## src/design/kf2_pkg.sv

```systemverilog
package kf2_pkg;

  localparam int FRAC_BITS = 16;
  localparam int DATA_W    = 32;
  localparam int DIV_STEPS = DATA_W + FRAC_BITS;
  localparam int DIV_CNT_W = $clog2(DIV_STEPS);
  localparam int MAG_W     = DIV_STEPS + 1;
  localparam int PC_W      = 7;
  localparam int NUM_RF    = 25;

  localparam logic [15:0] DT_RESET = 16'd1376;
  localparam logic [30:0] RD_RESET = 31'd163840;
  localparam logic [30:0] RV_RESET = 31'd6554;
  localparam logic [30:0] QA_RESET = 31'd393;

  localparam logic [DATA_W-1:0] FX_ONE  = DATA_W'(1) << FRAC_BITS;
  localparam logic [DATA_W-1:0] FX_HALF = DATA_W'(1) << (FRAC_BITS - 1);

  typedef enum logic [1:0] {
    CFG_TIME_STEP = 2'd0,
    CFG_POS_SD    = 2'd1,
    CFG_VEL_SD    = 2'd2,
    CFG_PROC_SD   = 2'd3
  } cfg_idx_t;

  typedef enum logic [4:0] {
    R_X0, R_X1, R_P0, R_P1, R_P2, R_P3, R_ZD, R_ZV, R_U, R_B0, R_Q, R_T1, R_T2,
    R_S00, R_S11, R_DET, R_K00, R_K01, R_K10, R_K11, R_Y0, R_Y1, R_N00, R_N01,
    R_N10, R_DT, R_RD, R_RV, R_QA, R_HALF
  } reg_id_t;

  typedef enum logic [2:0] {
    OP_MUL, OP_ADD, OP_SUB, OP_DIV, OP_CHK, OP_CPY, OP_END
  } op_t;

  typedef struct packed {
    op_t     op;
    reg_id_t dst;
    reg_id_t sa;
    reg_id_t sb;
  } uop_t;

  typedef struct packed {
    logic              sat;
    logic [DATA_W-1:0] val;
  } fx_res_t;

  typedef struct packed {
    logic              done;
    logic              sat;
    logic [DATA_W-1:0] quo;
  } div_res_t;

  function automatic fx_res_t sat_mag(logic [MAG_W-1:0] m, logic neg);
    logic [MAG_W-1:0] lim;
    logic [DATA_W-1:0] v;
    fx_res_t res;
    lim = neg ? (MAG_W'(1) << (DATA_W - 1)) : ((MAG_W'(1) << (DATA_W - 1)) - MAG_W'(1));
    res.sat = (m > lim);
    v = res.sat ? lim[DATA_W-1:0] : m[DATA_W-1:0];
    res.val = neg ? (DATA_W'(0) - v) : v;
    return res;
  endfunction

  function automatic uop_t mk(op_t o, reg_id_t d, reg_id_t a, reg_id_t b);
    uop_t u;
    u.op = o;
    u.dst = d;
    u.sa = a;
    u.sb = b;
    return u;
  endfunction

  function automatic uop_t ucode(logic [PC_W-1:0] pc);
    uop_t u;
    unique case (pc)
      7'd0:  u = mk(OP_MUL, R_T1,  R_DT,  R_DT);
      7'd1:  u = mk(OP_MUL, R_B0,  R_T1,  R_HALF);
      7'd2:  u = mk(OP_MUL, R_Q,   R_QA,  R_QA);
      7'd3:  u = mk(OP_MUL, R_T1,  R_DT,  R_X1);
      7'd4:  u = mk(OP_ADD, R_T1,  R_X0,  R_T1);
      7'd5:  u = mk(OP_MUL, R_T2,  R_B0,  R_U);
      7'd6:  u = mk(OP_ADD, R_X0,  R_T1,  R_T2);
      7'd7:  u = mk(OP_MUL, R_T1,  R_DT,  R_U);
      7'd8:  u = mk(OP_ADD, R_X1,  R_X1,  R_T1);
      7'd9:  u = mk(OP_MUL, R_T1,  R_DT,  R_P2);
      7'd10: u = mk(OP_ADD, R_T2,  R_P0,  R_T1);
      7'd11: u = mk(OP_MUL, R_T1,  R_DT,  R_P3);
      7'd12: u = mk(OP_ADD, R_P1,  R_P1,  R_T1);
      7'd13: u = mk(OP_MUL, R_T1,  R_P1,  R_DT);
      7'd14: u = mk(OP_ADD, R_T1,  R_T2,  R_T1);
      7'd15: u = mk(OP_ADD, R_P0,  R_T1,  R_Q);
      7'd16: u = mk(OP_MUL, R_T1,  R_P3,  R_DT);
      7'd17: u = mk(OP_ADD, R_P2,  R_P2,  R_T1);
      7'd18: u = mk(OP_ADD, R_P3,  R_P3,  R_Q);
      7'd19: u = mk(OP_MUL, R_T1,  R_RD,  R_RD);
      7'd20: u = mk(OP_ADD, R_S00, R_P0,  R_T1);
      7'd21: u = mk(OP_MUL, R_T1,  R_RV,  R_RV);
      7'd22: u = mk(OP_ADD, R_S11, R_P3,  R_T1);
      7'd23: u = mk(OP_MUL, R_T1,  R_S00, R_S11);
      7'd24: u = mk(OP_MUL, R_T2,  R_P1,  R_P2);
      7'd25: u = mk(OP_SUB, R_DET, R_T1,  R_T2);
      7'd26: u = mk(OP_CHK, R_T1,  R_DET, R_DET);
      7'd27: u = mk(OP_MUL, R_T1,  R_P0,  R_S11);
      7'd28: u = mk(OP_MUL, R_T2,  R_P1,  R_P2);
      7'd29: u = mk(OP_SUB, R_T1,  R_T1,  R_T2);
      7'd30: u = mk(OP_DIV, R_K00, R_T1,  R_DET);
      7'd31: u = mk(OP_MUL, R_T1,  R_P1,  R_S00);
      7'd32: u = mk(OP_MUL, R_T2,  R_P0,  R_P1);
      7'd33: u = mk(OP_SUB, R_T1,  R_T1,  R_T2);
      7'd34: u = mk(OP_DIV, R_K01, R_T1,  R_DET);
      7'd35: u = mk(OP_MUL, R_T1,  R_P2,  R_S11);
      7'd36: u = mk(OP_MUL, R_T2,  R_P3,  R_P2);
      7'd37: u = mk(OP_SUB, R_T1,  R_T1,  R_T2);
      7'd38: u = mk(OP_DIV, R_K10, R_T1,  R_DET);
      7'd39: u = mk(OP_MUL, R_T1,  R_P3,  R_S00);
      7'd40: u = mk(OP_MUL, R_T2,  R_P2,  R_P1);
      7'd41: u = mk(OP_SUB, R_T1,  R_T1,  R_T2);
      7'd42: u = mk(OP_DIV, R_K11, R_T1,  R_DET);
      7'd43: u = mk(OP_SUB, R_Y0,  R_ZD,  R_X0);
      7'd44: u = mk(OP_SUB, R_Y1,  R_ZV,  R_X1);
      7'd45: u = mk(OP_MUL, R_T1,  R_K00, R_Y0);
      7'd46: u = mk(OP_MUL, R_T2,  R_K01, R_Y1);
      7'd47: u = mk(OP_ADD, R_T1,  R_T1,  R_T2);
      7'd48: u = mk(OP_ADD, R_X0,  R_X0,  R_T1);
      7'd49: u = mk(OP_MUL, R_T1,  R_K10, R_Y0);
      7'd50: u = mk(OP_MUL, R_T2,  R_K11, R_Y1);
      7'd51: u = mk(OP_ADD, R_T1,  R_T1,  R_T2);
      7'd52: u = mk(OP_ADD, R_X1,  R_X1,  R_T1);
      7'd53: u = mk(OP_MUL, R_T1,  R_K00, R_P0);
      7'd54: u = mk(OP_MUL, R_T2,  R_K01, R_P2);
      7'd55: u = mk(OP_ADD, R_T1,  R_T1,  R_T2);
      7'd56: u = mk(OP_SUB, R_N00, R_P0,  R_T1);
      7'd57: u = mk(OP_MUL, R_T1,  R_K00, R_P1);
      7'd58: u = mk(OP_MUL, R_T2,  R_K01, R_P3);
      7'd59: u = mk(OP_ADD, R_T1,  R_T1,  R_T2);
      7'd60: u = mk(OP_SUB, R_N01, R_P1,  R_T1);
      7'd61: u = mk(OP_MUL, R_T1,  R_K10, R_P0);
      7'd62: u = mk(OP_MUL, R_T2,  R_K11, R_P2);
      7'd63: u = mk(OP_ADD, R_T1,  R_T1,  R_T2);
      7'd64: u = mk(OP_SUB, R_N10, R_P2,  R_T1);
      7'd65: u = mk(OP_MUL, R_T1,  R_K10, R_P1);
      7'd66: u = mk(OP_MUL, R_T2,  R_K11, R_P3);
      7'd67: u = mk(OP_ADD, R_T1,  R_T1,  R_T2);
      7'd68: u = mk(OP_SUB, R_P3,  R_P3,  R_T1);
      7'd69: u = mk(OP_CPY, R_T1,  R_T1,  R_T1);
      default: u = mk(OP_END, R_T1,  R_T1,  R_T1);
    endcase
    return u;
  endfunction

endpackage

```

## src/design/kf2_div.sv

```systemverilog
module kf2_div
  import kf2_pkg::*;
(
  input  logic              clk,
  input  logic              rst_n,
  input  logic              start,
  input  logic [DATA_W-1:0] num,
  input  logic [DATA_W-1:0] den,
  output div_res_t          res
);

  typedef enum logic [1:0] {D_IDLE, D_RUN, D_RND} dstate_t;

  dstate_t              state_r;
  logic [DIV_CNT_W-1:0] cnt_r;
  logic [DIV_STEPS-1:0] nq_r;
  logic [DATA_W-1:0]    rem_r;
  logic [DATA_W-1:0]    d_r;
  logic                 neg_r;
  div_res_t             res_r;

  logic [DATA_W:0]      rem_sh;
  logic                 ge;
  logic [DATA_W:0]      rem_nxt;
  logic [DATA_W-1:0]    mag_n;
  logic [DATA_W-1:0]    mag_d;
  logic                 rnd_up;
  logic [MAG_W-1:0]     q_fin;
  fx_res_t              fin;

  assign mag_n   = num[DATA_W-1] ? (DATA_W'(0) - num) : num;
  assign mag_d   = den[DATA_W-1] ? (DATA_W'(0) - den) : den;
  assign rem_sh  = {rem_r, nq_r[DIV_STEPS-1]};
  assign ge      = (rem_sh >= {1'b0, d_r});
  assign rem_nxt = ge ? (rem_sh - {1'b0, d_r}) : rem_sh;
  assign rnd_up  = ({1'b0, rem_r} >= ({1'b0, d_r} - {1'b0, rem_r}));
  assign q_fin   = (d_r == '0) ? {MAG_W{1'b1}} : ({1'b0, nq_r} + MAG_W'(rnd_up));
  assign fin     = sat_mag(q_fin, neg_r);
  assign res     = res_r;

  always_ff @(posedge clk) begin
    if (!rst_n) begin
      state_r  <= D_IDLE;
      cnt_r    <= '0;
      res_r    <= '0;
    end else begin
      res_r.done <= (state_r == D_RND);
      unique case (state_r)
        D_IDLE: begin
          if (start) begin
            nq_r    <= {mag_n, FRAC_BITS'(0)};
            rem_r   <= '0;
            d_r     <= mag_d;
            neg_r   <= num[DATA_W-1] ^ den[DATA_W-1];
            cnt_r   <= '0;
            state_r <= D_RUN;
          end
        end
        D_RUN: begin
          rem_r <= rem_nxt[DATA_W-1:0];
          nq_r  <= {nq_r[DIV_STEPS-2:0], ge};
          cnt_r <= cnt_r + DIV_CNT_W'(1);
          if (cnt_r == DIV_CNT_W'(DIV_STEPS - 1)) begin
            state_r <= D_RND;
          end
        end
        D_RND: begin
          res_r.sat  <= fin.sat;
          res_r.quo  <= fin.val;
          state_r    <= D_IDLE;
        end
        default: state_r <= D_IDLE;
      endcase
    end
  end

endmodule

```

## config.mk

```make
export PLATFORM = sky130hd
export DESIGN_NAME = kf2_div
export DESIGN_NICKNAME = d
export VERILOG_FILES = /design/src/design/kf2_pkg.sv /design/src/design/kf2_div.sv
export SDC_FILE = /design/constraint.sdc
export NUM_CORES = 1
export LEC_CHECK = 0
export ABC_AREA = 1
export BUFFER_PORTS_ARGS = -buffer_cell sky130_fd_sc_hd__buf_4
export CAP_MARGIN = 20
export CORE_ASPECT_RATIO = 1.25
export CORE_UTILIZATION = 45
export CTS_CLUSTER_DIAMETER = 120
export CTS_CLUSTER_SIZE = 28
export DETAILED_ROUTE_END_ITERATION = 7
export PLACE_DENSITY = 0.73
export SYNTH_ARGS = -nofsm -noshare
export SYNTH_HDL_FRONTEND = slang
export SYNTH_SLANG_ARGS = --single-unit
```

## constraint.sdc

```tcl
create_clock -name clk -period 10.6 [get_ports clk]
set_input_delay 1.06 -clock clk [delete_from_list [all_inputs] [get_ports clk]]
set_output_delay 1.06 -clock clk [all_outputs]
set_load 0.005 [all_outputs]
```

==> results of run 1 <==
## worst min-delay path, delay by kind of cell (launching register included)
| kind | cells | cell delay [ns] |
|---|---|---|
| flip-flops | 1 | 0.31 |
| AND/OR/NAND/NOR | 1 | 0.06 |
| AO/OA/AOI/OAI | 1 | 0.05 |
## what timing repair did
action | 4_1_cts | 5_1_grt
endpoints found under the setup margin | 0 | 25
resized for setup | 0 | 5
hold buffers | 0 | 0
buffers inserted | 0 | 0
## power groups by stage
stage          sequential, W  clock, W  combinational [W]
4_1_cts             0.000739  0.000626           0.000585
6_report            0.000740  0.000619           0.000589
3_5_place_dp        0.000751         0           0.000581
3_3_place_gp        0.000751         0           0.000570
2_1_floorplan       0.000736         0           0.000421
5_1_grt             0.000744  0.000647           0.000660
## registers in the layout, summed over array words and instances, names as in the netlist
register and flops:
cnt_r 6, d_r 32, neg_r 1, nq_r 48, rem_r 32, res 34, state_r 2
## placed cells by master (no fill, tap or decap), types with 4 or more instances in the layout
| cell | count |
|---|---|
| nand2_1 | 470 |
| inv_1 | 275 |
| nor2_1 | 243 |
| a21oi_1 | 184 |
| nand3_1 | 152 |
| ha_1 | 135 |
| o21ai_0 | 127 |
| edfxtp_1 | 113 |
| buf_4 | 110 |
| xor2_1 | 70 |
| xnor2_1 | 53 |
| nand4_1 | 47 |
| nor3_1 | 45 |
| dfxtp_1 | 42 |
| nor2_2 | 20 |
| o211ai_1 | 18 |
| nor4_1 | 17 |
| clkbuf_16 | 17 |
| nand2_2 | 14 |
| nor2_4 | 10 |
| nor3b_1 | 10 |
| a31oi_1 | 10 |
| inv_2 | 8 |
| o21ai_1 | 8 |
| nand3_2 | 8 |
| nand3b_1 | 8 |
| or2_2 | 7 |
| clkinv_1 | 6 |
| a21o_1 | 5 |
| a211oi_1 | 5 |
| clkinvlp_4 | 5 |
| o21bai_1 | 4 |
| o31ai_1 | 4 |
## stage by stage
stage | power [W] | std cells
4_1_cts | 0.00195 | 2715
6_report | 0.00195 | 2716
3_3_place_gp | 0.00132 | 2683
3_5_place_dp | 0.00133 | 2683
5_1_grt | 0.00205 | 2716
2_1_floorplan | 0.00116 | 2204
## how the worst max path moves through the flow
stage	from	to	slack (ns)	depth (start not counted)
6_report	d_r[0]$_DFFE_PP_	res[24]$_SDFFE_PN0P_	0.93	61
5_1_grt	d_r[0]$_DFFE_PP_	res[24]$_SDFFE_PN0P_	-0.02	61
4_1_cts	d_r[0]$_DFFE_PP_	res[24]$_SDFFE_PN0P_	0.60	61
3_5_place_dp	d_r[0]$_DFFE_PP_	res[24]$_SDFFE_PN0P_	0.65	61
3_3_place_gp	d_r[0]$_DFFE_PP_	res[24]$_SDFFE_PN0P_	0.95	61
2_1_floorplan	d_r[0]$_DFFE_PP_	res[24]$_SDFFE_PN0P_	2.32	63
## logic make-up after synthesis
logic type / after synthesis / synth area share [%]
compound gates: 390 / 14.1
xor+xnor: 123 / 7.08
fa+ha+maj: 137 / 11.4
buf+inv: 336 / 8.52
flops: 155 / 27.8
simple gates: 1063 / 31.2
## area by class of cell
class / instances / area (um2)
Clock buffer: 20 / 437
Clock inverter: 12 / 124
Fill cell: 3326 / 16000
Inverter: 287 / 1080
Multi-Input combinational cell: 1713 / 9720
Sequential cell: 155 / 4230
Tap cell: 418 / 523
Timing Repair Buffer: 111 / 853
## layer usage
metal	share of wire (%)	routed length, um
met1	41	19900
met3	4.3	2090
met5	0	0
met4	4.1	2000
met2	50	24400
==> flow_metrics.env, run 1 <==
export IMPL_cts_max_level=4
export IMPL_internal_power_w=0.00126
export IMPL_met3_usage_pct=3.11
export IMPL_vias_per_cell=5.59
export IMPL_arrival_ns=10.06
export IMPL_grt_antenna_before_repair=0
export IMPL_dp_slack_ns=0.654
export IMPL_async_reset_ff_share_pct=0
export IMPL_ys_flop_type="edfxtp_1"
export IMPL_synth_edf_count=113
export IMPL_grt_max_degree=97
export IMPL_cts_buffers=17
export IMPL_clk_latency_ns=0.46
export IMPL_yosysTopAreaCell="edfxtp_1"
export IMPL_ys_ff_latch=155
export IMPL_max_freq_mhz=103
export IMPL_grt_usage_pct=28.2
export IMPL_die_x_um=166
export IMPL_drive_gt1_share_pct=9.49
export IMPL_seqPwrFrac_pct=38.0
export IMPL_synth_most_common_cell="nand2_1"
export IMPL_hold_path_class="reg -> reg"
export IMPL_initial_core_util_pct=46.2
export IMPL_grt_pass1_vias=14800
export IMPL_postSynthAreaPerCell_um2=6.91
export IMPL_p_leak_nw=7.56
export IMPL_hold_viol=0
export IMPL_cp_common_cell="nand2_1"
export IMPL_syn_cell_area_um2=15200
export IMPL_worst_path_buf_inv=7
export IMPL_drtIter0Drc=1226
export IMPL_firstDrtPassIters=8
export IMPL_die_y_um=208
export IMPL_coreArea_um2=33000
export IMPL_required_ns=10.99
export IMPL_crit_fanout=25
export IMPL_gp_congestion=0.960
export IMPL_setup_viol=0
export IMPL_synth_area_leaders="edfxtp_1 22%, nand2_1 12%, ha_1 11%"
export IMPL_outcome="finished, violations left"
export IMPL_area_delta_synth_final_pct=11.5
export IMPL_route_detailed_drc=4
export IMPL_root_buffer="clkbuf_16"
export IMPL_p_per_area_nw_per_um2=115
export IMPL_synth_seq_area_share_pct=27.8
export IMPL_place_area_um2=16400
export IMPL_cts_sinks=155
export IMPL_rows=74
export IMPL_reg2reg_slack_ns=0.93
export IMPL_ant_nets=0
export IMPL_cp_slowest_cell="edfxtp_1"
export IMPL_cp_top_family="simple AND/OR/NAND/NOR gates"
export IMPL_dr_total_vias=15200
export IMPL_routed_wl_mm=48.4
export IMPL_ir_drop_uv=98.3
export IMPL_ys_warnings_count=0
export IMPL_clk_pin_slew_ns=0.07
export IMPL_final_area_um2=17000
export IMPL_tightestPinTransition_ns=1.05
export IMPL_hpwl_mm=38.9
export IMPL_diodes=0
export IMPL_violations="DRC"
export IMPL_worstSetupStartpointType="register"
export IMPL_hold_ws_ns=0.466
export IMPL_final_max_slew_viol_count=0
export IMPL_p_sw_w=0.000690
export IMPL_p_clk_share_pct=31.8
export IMPL_relSlewSlack_pct=30.0
export IMPL_end_kind="register"
export IMPL_cts_path_max_buffers=2
export IMPL_top_usage_layer="met2"
export IMPL_grt_overflow_total=0
export IMPL_reg2reg_to="res[24]$_SDFFE_PN0P_"
export IMPL_synthCells=2204
export IMPL_io_pins=101
export IMPL_whs_endpoint="res[17]$_SDFFE_PN0P_"
export IMPL_final_period_utilization_pct=91.2
export IMPL_grtUsageMet2_pct=51.4
export IMPL_place_port_buffers=100
export IMPL_hold_path_depth=2
export IMPL_fin_skew_ns=0.0156
export IMPL_final_util_pct=51.5
export IMPL_rr_worst_depth=61
export IMPL_max_stage_delay_ns=0.44
export IMPL_r2r_start="d_r[0]$_DFFE_PP_"
export IMPL_wire_per_inst_um=17.8
export IMPL_hold_start="res[17]$_SDFFE_PN0P_"
export IMPL_layout_setup_ws_ns=0.931
export IMPL_fin_nets=2489
export IMPL_drv_cap=0
export IMPL_grt_pass1_wl_mm=76.8
export IMPL_dieArea_um2=34600
export IMPL_cts_tree="done"
export IMPL_comb_power_share_pct=30.2
export IMPL_synthesis_nets=2408
export IMPL_use_met1_pct=33.1
export IMPL_period_needed_ns=9.67
export IMPL_ys_types=58
export IMPL_switching_share_pct=35.4
export IMPL_finalSetupTns_ns=0
export IMPL_critPathKind="reg -> reg"
export IMPL_synth_top_cell_area_share_pct=22.3
export IMPL_synth_commonest_cells="470 x nand2_1, 275 x inv_1, 247 x nor2_1, 184 x a21oi_1, 152 x nand3_1"
(Power assumes the default switching activity.)
==> run 2, diff against run 1 <==
--- a/config.mk
+++ b/config.mk
@@ -10,9 +10,11 @@
 export CAP_MARGIN = 20
 export CORE_ASPECT_RATIO = 1.25
 export CORE_UTILIZATION = 45
+export CTS_BUF_LIST = sky130_fd_sc_hd__clkbuf_16
 export CTS_CLUSTER_DIAMETER = 120
 export CTS_CLUSTER_SIZE = 28
 export DETAILED_ROUTE_END_ITERATION = 7
+export GPL_TIMING_DRIVEN = 0
 export PLACE_DENSITY = 0.73
 export SYNTH_ARGS = -nofsm -noshare
 export SYNTH_HDL_FRONTEND = slang
==> run 2 against run 1 <==
  * The flow still finishes with violations (DRC)
  * Clock power is 3.4% higher
  * Sequential power hardly changed
  * Sequential share of layout area is 0.52 points lower
  * Via count is 3.0% higher
  * Critical path type unchanged
  * Critical endpoint is now res[30]$_SDFFE_PN0P_
  * Largest cell class unchanged
==> flow_metrics.env, run 2 (synthesis results as in run 1) <==
export IMPL_outcome="finished, violations left"
export IMPL_violations="DRC"
export IMPL_max_freq_mhz=101
export IMPL_fin_skew_ns=0.0138
export IMPL_finalPower_w=0.00199
export IMPL_grt_pass1_vias=15200
export IMPL_drv_cap=0
export IMPL_max_stage_delay_ns=0.43
export IMPL_dr_total_vias=15700
export IMPL_ir_drop_uv=77.7
export IMPL_p_leak_nw=7.70
export IMPL_cp_slowest_cell="edfxtp_1"
export IMPL_io_pins=101
export IMPL_diodes=0
export IMPL_root_buffer="clkbuf_16"
export IMPL_firstDrtPassIters=8
export IMPL_die_y_um=208
export IMPL_grtUsageMet2_pct=52.7
export IMPL_cp_common_cell="nand2_1"
export IMPL_nFillCells=3301
export IMPL_critPathKind="reg -> reg"
export IMPL_initial_core_util_pct=46.2
export IMPL_rr_worst_depth=69
export IMPL_hold_path_depth=2
export IMPL_drive_gt1_share_pct=10.2
export IMPL_period_needed_ns=9.89
export IMPL_setup_viol=0
export IMPL_grt_pass1_wl_mm=77.6
export IMPL_grt_usage_pct=28.4
export IMPL_place_port_buffers=99
export IMPL_hold_viol=0
export IMPL_use_met1_pct=32.7
export IMPL_fin_nets=2535
export IMPL_clk_pin_slew_ns=0.07
export IMPL_final_cell_mix="470 x nand2_1, 274 x inv_1, 244 x nor2_1"
export IMPL_end_kind="register"
export IMPL_worstSetupStartpointType="register"
export IMPL_cts_path_max_buffers=2
export IMPL_vias_per_cell=5.67
export IMPL_top_usage_layer="met2"
export IMPL_met3_usage_pct=3.11
export IMPL_area_delta_synth_final_pct=13.8
export IMPL_drtIter0Drc=1212
export IMPL_setup_worst_path_start="rem_r[2]$_SDFFCE_PN0P_"
export IMPL_cts_max_level=4
export IMPL_coreArea_um2=33000
export IMPL_required_ns=10.90
export IMPL_wire_per_inst_um=17.7
export IMPL_routed_wl_mm=49.0
export IMPL_regMostFlops="nq_r"
export IMPL_rsz0062_at_grt="no"
export IMPL_final_max_slew_viol_count=0
export IMPL_grt_antenna_before_repair=0
export IMPL_grt_max_degree=35
export IMPL_route_detailed_drc=4
export IMPL_final_period_utilization_pct=93.3
export IMPL_crit_fanout=10
export IMPL_hpwl_mm=40.0
export IMPL_cts_tree="done"
export IMPL_relSlewSlack_pct=26.1
export IMPL_hold_path_class="reg -> reg"
export IMPL_layout_commonest_cell="nand2_1"
export IMPL_rows=74
export IMPL_tightestPinTransition_ns=1.10
export IMPL_r2r_start="rem_r[2]$_SDFFCE_PN0P_"
export IMPL_dieArea_um2=34600
export IMPL_hold_ws_ns=0.466
export IMPL_largest_reg_flops=48
export IMPL_grt_overflow_total=0
export IMPL_ant_nets=0
export IMPL_cts_buffers=17
export IMPL_cts_sinks=155
export IMPL_arrival_ns=10.19
export IMPL_p_per_area_nw_per_um2=115
export IMPL_hold_start="res[5]$_SDFFE_PN0P_"
export IMPL_clk_latency_ns=0.45
export IMPL_die_x_um=166
export IMPL_finalSetupTns_ns=0
export IMPL_gp_congestion=0.980
[run 2: changes by cell type in the layout (fill, tap and decap cells not counted), sizes merged]
cell | before | now
clkinvlp | 6 | 4
inv | 284 | 288
clkbuf | 20 | 53
clkinv | 7 | 8
buf | 111 | 121
[run 2: worst max-delay path, delay by kind of cell (launching register included)]
| family | cells | cell delay [ns] |
|---|---|---|
| and+or+nand+nor | 44 | 5.29 |
| adders and majority gates | 6 | 1.52 |
| buffers and inverters | 10 | 1.16 |
| AOI/OAI and AO/OA | 8 | 1.15 |
| DFF | 1 | 0.43 |
| xor gates and xnor gates | 1 | 0.16 |
[run 2: area by class of cell]
| cell class | instances | area [um2] | share of cell area (%) |
|---|---|---|---|
| sequential | 155 | 4230 | 24.4 |
| timing repair buffer | 108 | 881 | 5.08 |
| inverter | 287 | 1080 | 6.22 |
| buffer | 49 | 219 | 1.26 |
| multi-input combinational | 1713 | 9800 | 56.6 |
| clock buffer | 17 | 425 | 2.46 |
| clock inverter | 15 | 163 | 0.939 |
| tap | 418 | 523 | 3.02 |
[run 2: what timing repair did]
| item | CTS | global route |
|---|---|---|
| gates resized for setup | 9 | 20 |
| setup buffers | 0 | 5 |
| hold buffers | 0 | 0 |
| pin swaps | 0 | 5 |
| endpoints found under the setup margin | 28 | 30 |
[run 2: report_power, final]
group          internal, W  switching (W)  leakage (nW)
clock network     0.000351       0.000289         0.279
registers         0.000696      0.0000442          1.42
logic             0.000227       0.000382          6.00
[run 2: path summary, 6_finish.rpt]
kind	endpoint	slack [ns]
min	res[5]$_SDFFE_PN0P_	0.47
max reg2reg	res[30]$_SDFFE_PN0P_	0.71
max	res[30]$_SDFFE_PN0P_	0.71
min reg2reg	res[5]$_SDFFE_PN0P_	0.47
[run 2: through the flow]
| step | instance area [um2] | utilization, % | setup WS [ns] | cells |
|---|---|---|---|---|
| after global placement | 16500 | 50.0 | -0.674 | 2721 |
| after floorplan | 15200 | - | 2.32 | 2204 |
| final | 17300 | 52.6 | 0.710 | 2762 |
| after detailed placement | 16600 | 50.2 | -0.732 | 2724 |
| after CTS | 17200 | 52.1 | 0.0361 | 2756 |
| after global routing | 17300 | 52.6 | 0.0192 | 2762 |
[run 2: routing by layer]
layer  share of wire, %  wire (um)  up-vias
met1                 40      19700     7366
met5                  0          0        -
met2                 51      25200      485
met4                4.0       1960        0
li1                   -          -     7688
met3                4.5       2190      117
==> run 3, diff against run 2 <==
--- a/config.mk
+++ b/config.mk
@@ -9,13 +9,13 @@
 export BUFFER_PORTS_ARGS = -buffer_cell sky130_fd_sc_hd__buf_4
 export CAP_MARGIN = 20
 export CORE_ASPECT_RATIO = 1.25
-export CORE_UTILIZATION = 45
+export CORE_UTILIZATION = 55
 export CTS_BUF_LIST = sky130_fd_sc_hd__clkbuf_16
 export CTS_CLUSTER_DIAMETER = 120
 export CTS_CLUSTER_SIZE = 28
 export DETAILED_ROUTE_END_ITERATION = 7
 export GPL_TIMING_DRIVEN = 0
-export PLACE_DENSITY = 0.73
+export PLACE_DENSITY = 0.84
 export SYNTH_ARGS = -nofsm -noshare
 export SYNTH_HDL_FRONTEND = slang
 export SYNTH_SLANG_ARGS = --single-unit
==> run 3 against run 2 <==
  * The flow now finishes without violations
  * Sequential cell count did not move
  * Wire length up 0.65%
  * Clock power about the same
  * Largest power group unchanged
  * Critical endpoint is now res[18]$_SDFFE_PN0P_
==> flow_metrics.env, run 3 (synthesis results as in run 1) <==
export IMPL_critPathKind="reg -> reg"
export IMPL_drive_gt1_share_pct=10.3
export IMPL_die_y_um=188
export IMPL_crit_fanout=10
export IMPL_initial_core_util_pct=56.4
export IMPL_drtIter0Drc=1362
export IMPL_cts_path_max_buffers=2
export IMPL_end_kind="register"
export IMPL_grt_antenna_before_repair=0
export IMPL_ant_nets=0
export IMPL_root_buffer="clkbuf_16"
export IMPL_grt_pass1_vias=14900
export IMPL_hold_ws_ns=0.465
export IMPL_largest_reg_flops=48
export IMPL_finalPower_w=0.00200
export IMPL_max_stage_delay_ns=0.56
export IMPL_setup_viol=0
export IMPL_place_port_buffers=99
export IMPL_multiInputGateArea_um2=9810
export IMPL_hold_viol=0
export IMPL_required_ns=10.91
export IMPL_holdBufCountCts=0
export IMPL_hold_path_class="reg -> reg"
export IMPL_worstSetupStartpointType="register"
export IMPL_route_detailed_drc=0
export IMPL_final_max_slew_viol_count=0
export IMPL_wire_per_inst_um=18.3
export IMPL_dr_total_vias=15800
export IMPL_relSlewSlack_pct=33.0
export IMPL_area_delta_synth_final_pct=13.2
export IMPL_period_needed_ns=10.15
export IMPL_cp_common_cell="nand2_1"
export IMPL_routed_wl_mm=49.3
export IMPL_nFillCells=2445
export IMPL_cts_sinks=155
export IMPL_final_util_pct=63.9
export IMPL_grt_pass1_wl_mm=76.8
export IMPL_drv_cap=0
export IMPL_fin_skew_ns=0.00954
export IMPL_grt_usage_pct=35.0
export IMPL_cp_slowest_cell="o21ai_0"
export IMPL_grt_max_degree=35
export IMPL_diodes=0
export IMPL_rows=67
export IMPL_dieArea_um2=28300
export IMPL_switching_share_pct=35.4
export IMPL_clk_pin_slew_ns=0.06
export IMPL_firstDrtPassIters=6
export IMPL_p_leak_nw=7.72
export IMPL_gp_congestion=0.989
export IMPL_vias_per_cell=5.88
export IMPL_p_sw_w=0.000709
export IMPL_internal_power_w=0.00129
export IMPL_tightestPinTransition_ns=1.00
export IMPL_regMostFlops="nq_r"
export IMPL_final_cell_mix="468 x nand2_1, 276 x inv_1, 244 x nor2_1"
export IMPL_max_freq_mhz=98.5
export IMPL_layout_commonest_cell="nand2_1"
export IMPL_seqPwrFrac_pct=37.0
export IMPL_comb_power_share_pct=31.0
export IMPL_die_x_um=151
export IMPL_hpwl_mm=39.5
export IMPL_cts_max_level=4
export IMPL_grt_overflow_total=0
export IMPL_arrival_ns=10.46
export IMPL_p_per_area_nw_per_um2=116
export IMPL_coreArea_um2=27000
export IMPL_dp_slack_ns=-0.718
export IMPL_seq_area_um2=4230
export IMPL_layout_setup_ws_ns=0.451
export IMPL_io_pins=101
export IMPL_clk_latency_ns=0.44
export IMPL_fin_nets=2537
export IMPL_p_clk_share_pct=32.0
export IMPL_final_period_utilization_pct=95.7
export IMPL_cts_buffers=17
export IMPL_outcome="finished, final reports clean"
export IMPL_ir_drop_uv=84.6
export IMPL_cts_tree="done"
-- run 3: cell count changes in the layout (fill, tap and decap cells not counted), sizes merged --
cell | before | now
buf | 121 | 123
clkinvlp | 4 | 2
bufinv | 2 | 3
clkinv | 8 | 9
inv | 288 | 287
-- run 3: per-stage QoR --
stage | cells | TNS [ns] | instance area [um2]
6_report | 2690 | 0 | 17200
5_1_grt | 2690 | -0.337 | 17200
4_1_cts | 2681 | 0 | 17100
3_5_place_dp | 2650 | -7.88 | 16500
3_3_place_gp | 2648 | -4.72 | 16400
2_1_floorplan | 2204 | 0 | 15200
-- run 3: timing repair --
action | 4_1_cts | 5_1_grt
resized for setup | 8 | 24
buffers inserted | 0 | 8
setup endpoints to repair | 21 | 27
pin swaps | 0 | 7
endpoints found under the hold margin | 0 | 0
-- run 3: area by class of cell --
type                    instances  area share [%]
plain buffers                  49            1.27
clock inverters                14           0.915
inverters                     287            6.25
multi-input cells            1713            56.9
flip-flops and latches        155            24.6
well taps                     345            2.50
clock buffers                  17            2.47
repair buffers                110            5.12
-- run 3: worst paths after layout --
check	start	end	slack, ns	cells past startpoint
max	d_r[0]$_DFFE_PP_	res[18]$_SDFFE_PN0P_	0.45	56
min	res[10]$_SDFFE_PN0P_	res[10]$_SDFFE_PN0P_	0.46	2
max reg2reg	d_r[0]$_DFFE_PP_	res[18]$_SDFFE_PN0P_	0.45	56
min reg2reg	res[10]$_SDFFE_PN0P_	res[10]$_SDFFE_PN0P_	0.46	2
-- run 3: power groups by stage --
| stage | clock (W) | sequential [W] | combinational, W |
|---|---|---|---|
| 2_1_floorplan | 0 | 0.000736 | 0.000421 |
| 3_3_place_gp | 0 | 0.000754 | 0.000565 |
| 3_5_place_dp | 0 | 0.000751 | 0.000588 |
| 4_1_cts | 0.000642 | 0.000739 | 0.000596 |
| 5_1_grt | 0.000663 | 0.000743 | 0.000685 |
| 6_report | 0.000640 | 0.000740 | 0.000621 |
-- run 3: worst max-delay path, delay by kind of cell, from the launching register on --
family,cells,cell delay [ns]
XOR/XNOR,1,0.15
adder cells (fa/ha/maj),6,1.61
flip-flops,1,0.48
AND/OR/NAND/NOR,29,3.96
buffers and inverters,6,0.74
AO/OA/AOI/OAI,14,3.04
-- run 3: metal layers --
| layer | GRT usage [%] | share of wire, % | vias to the layer above |
|---|---|---|---|
| li1 | - | - | 7675 |
| met1 | 41.9 | 40 | 7383 |
| met2 | 60.5 | 49 | 643 |
| met3 | 3.82 | 5.7 | 120 |
| met4 | 18.9 | 5.3 | 0 |
| met5 | 0 | 0 | - |
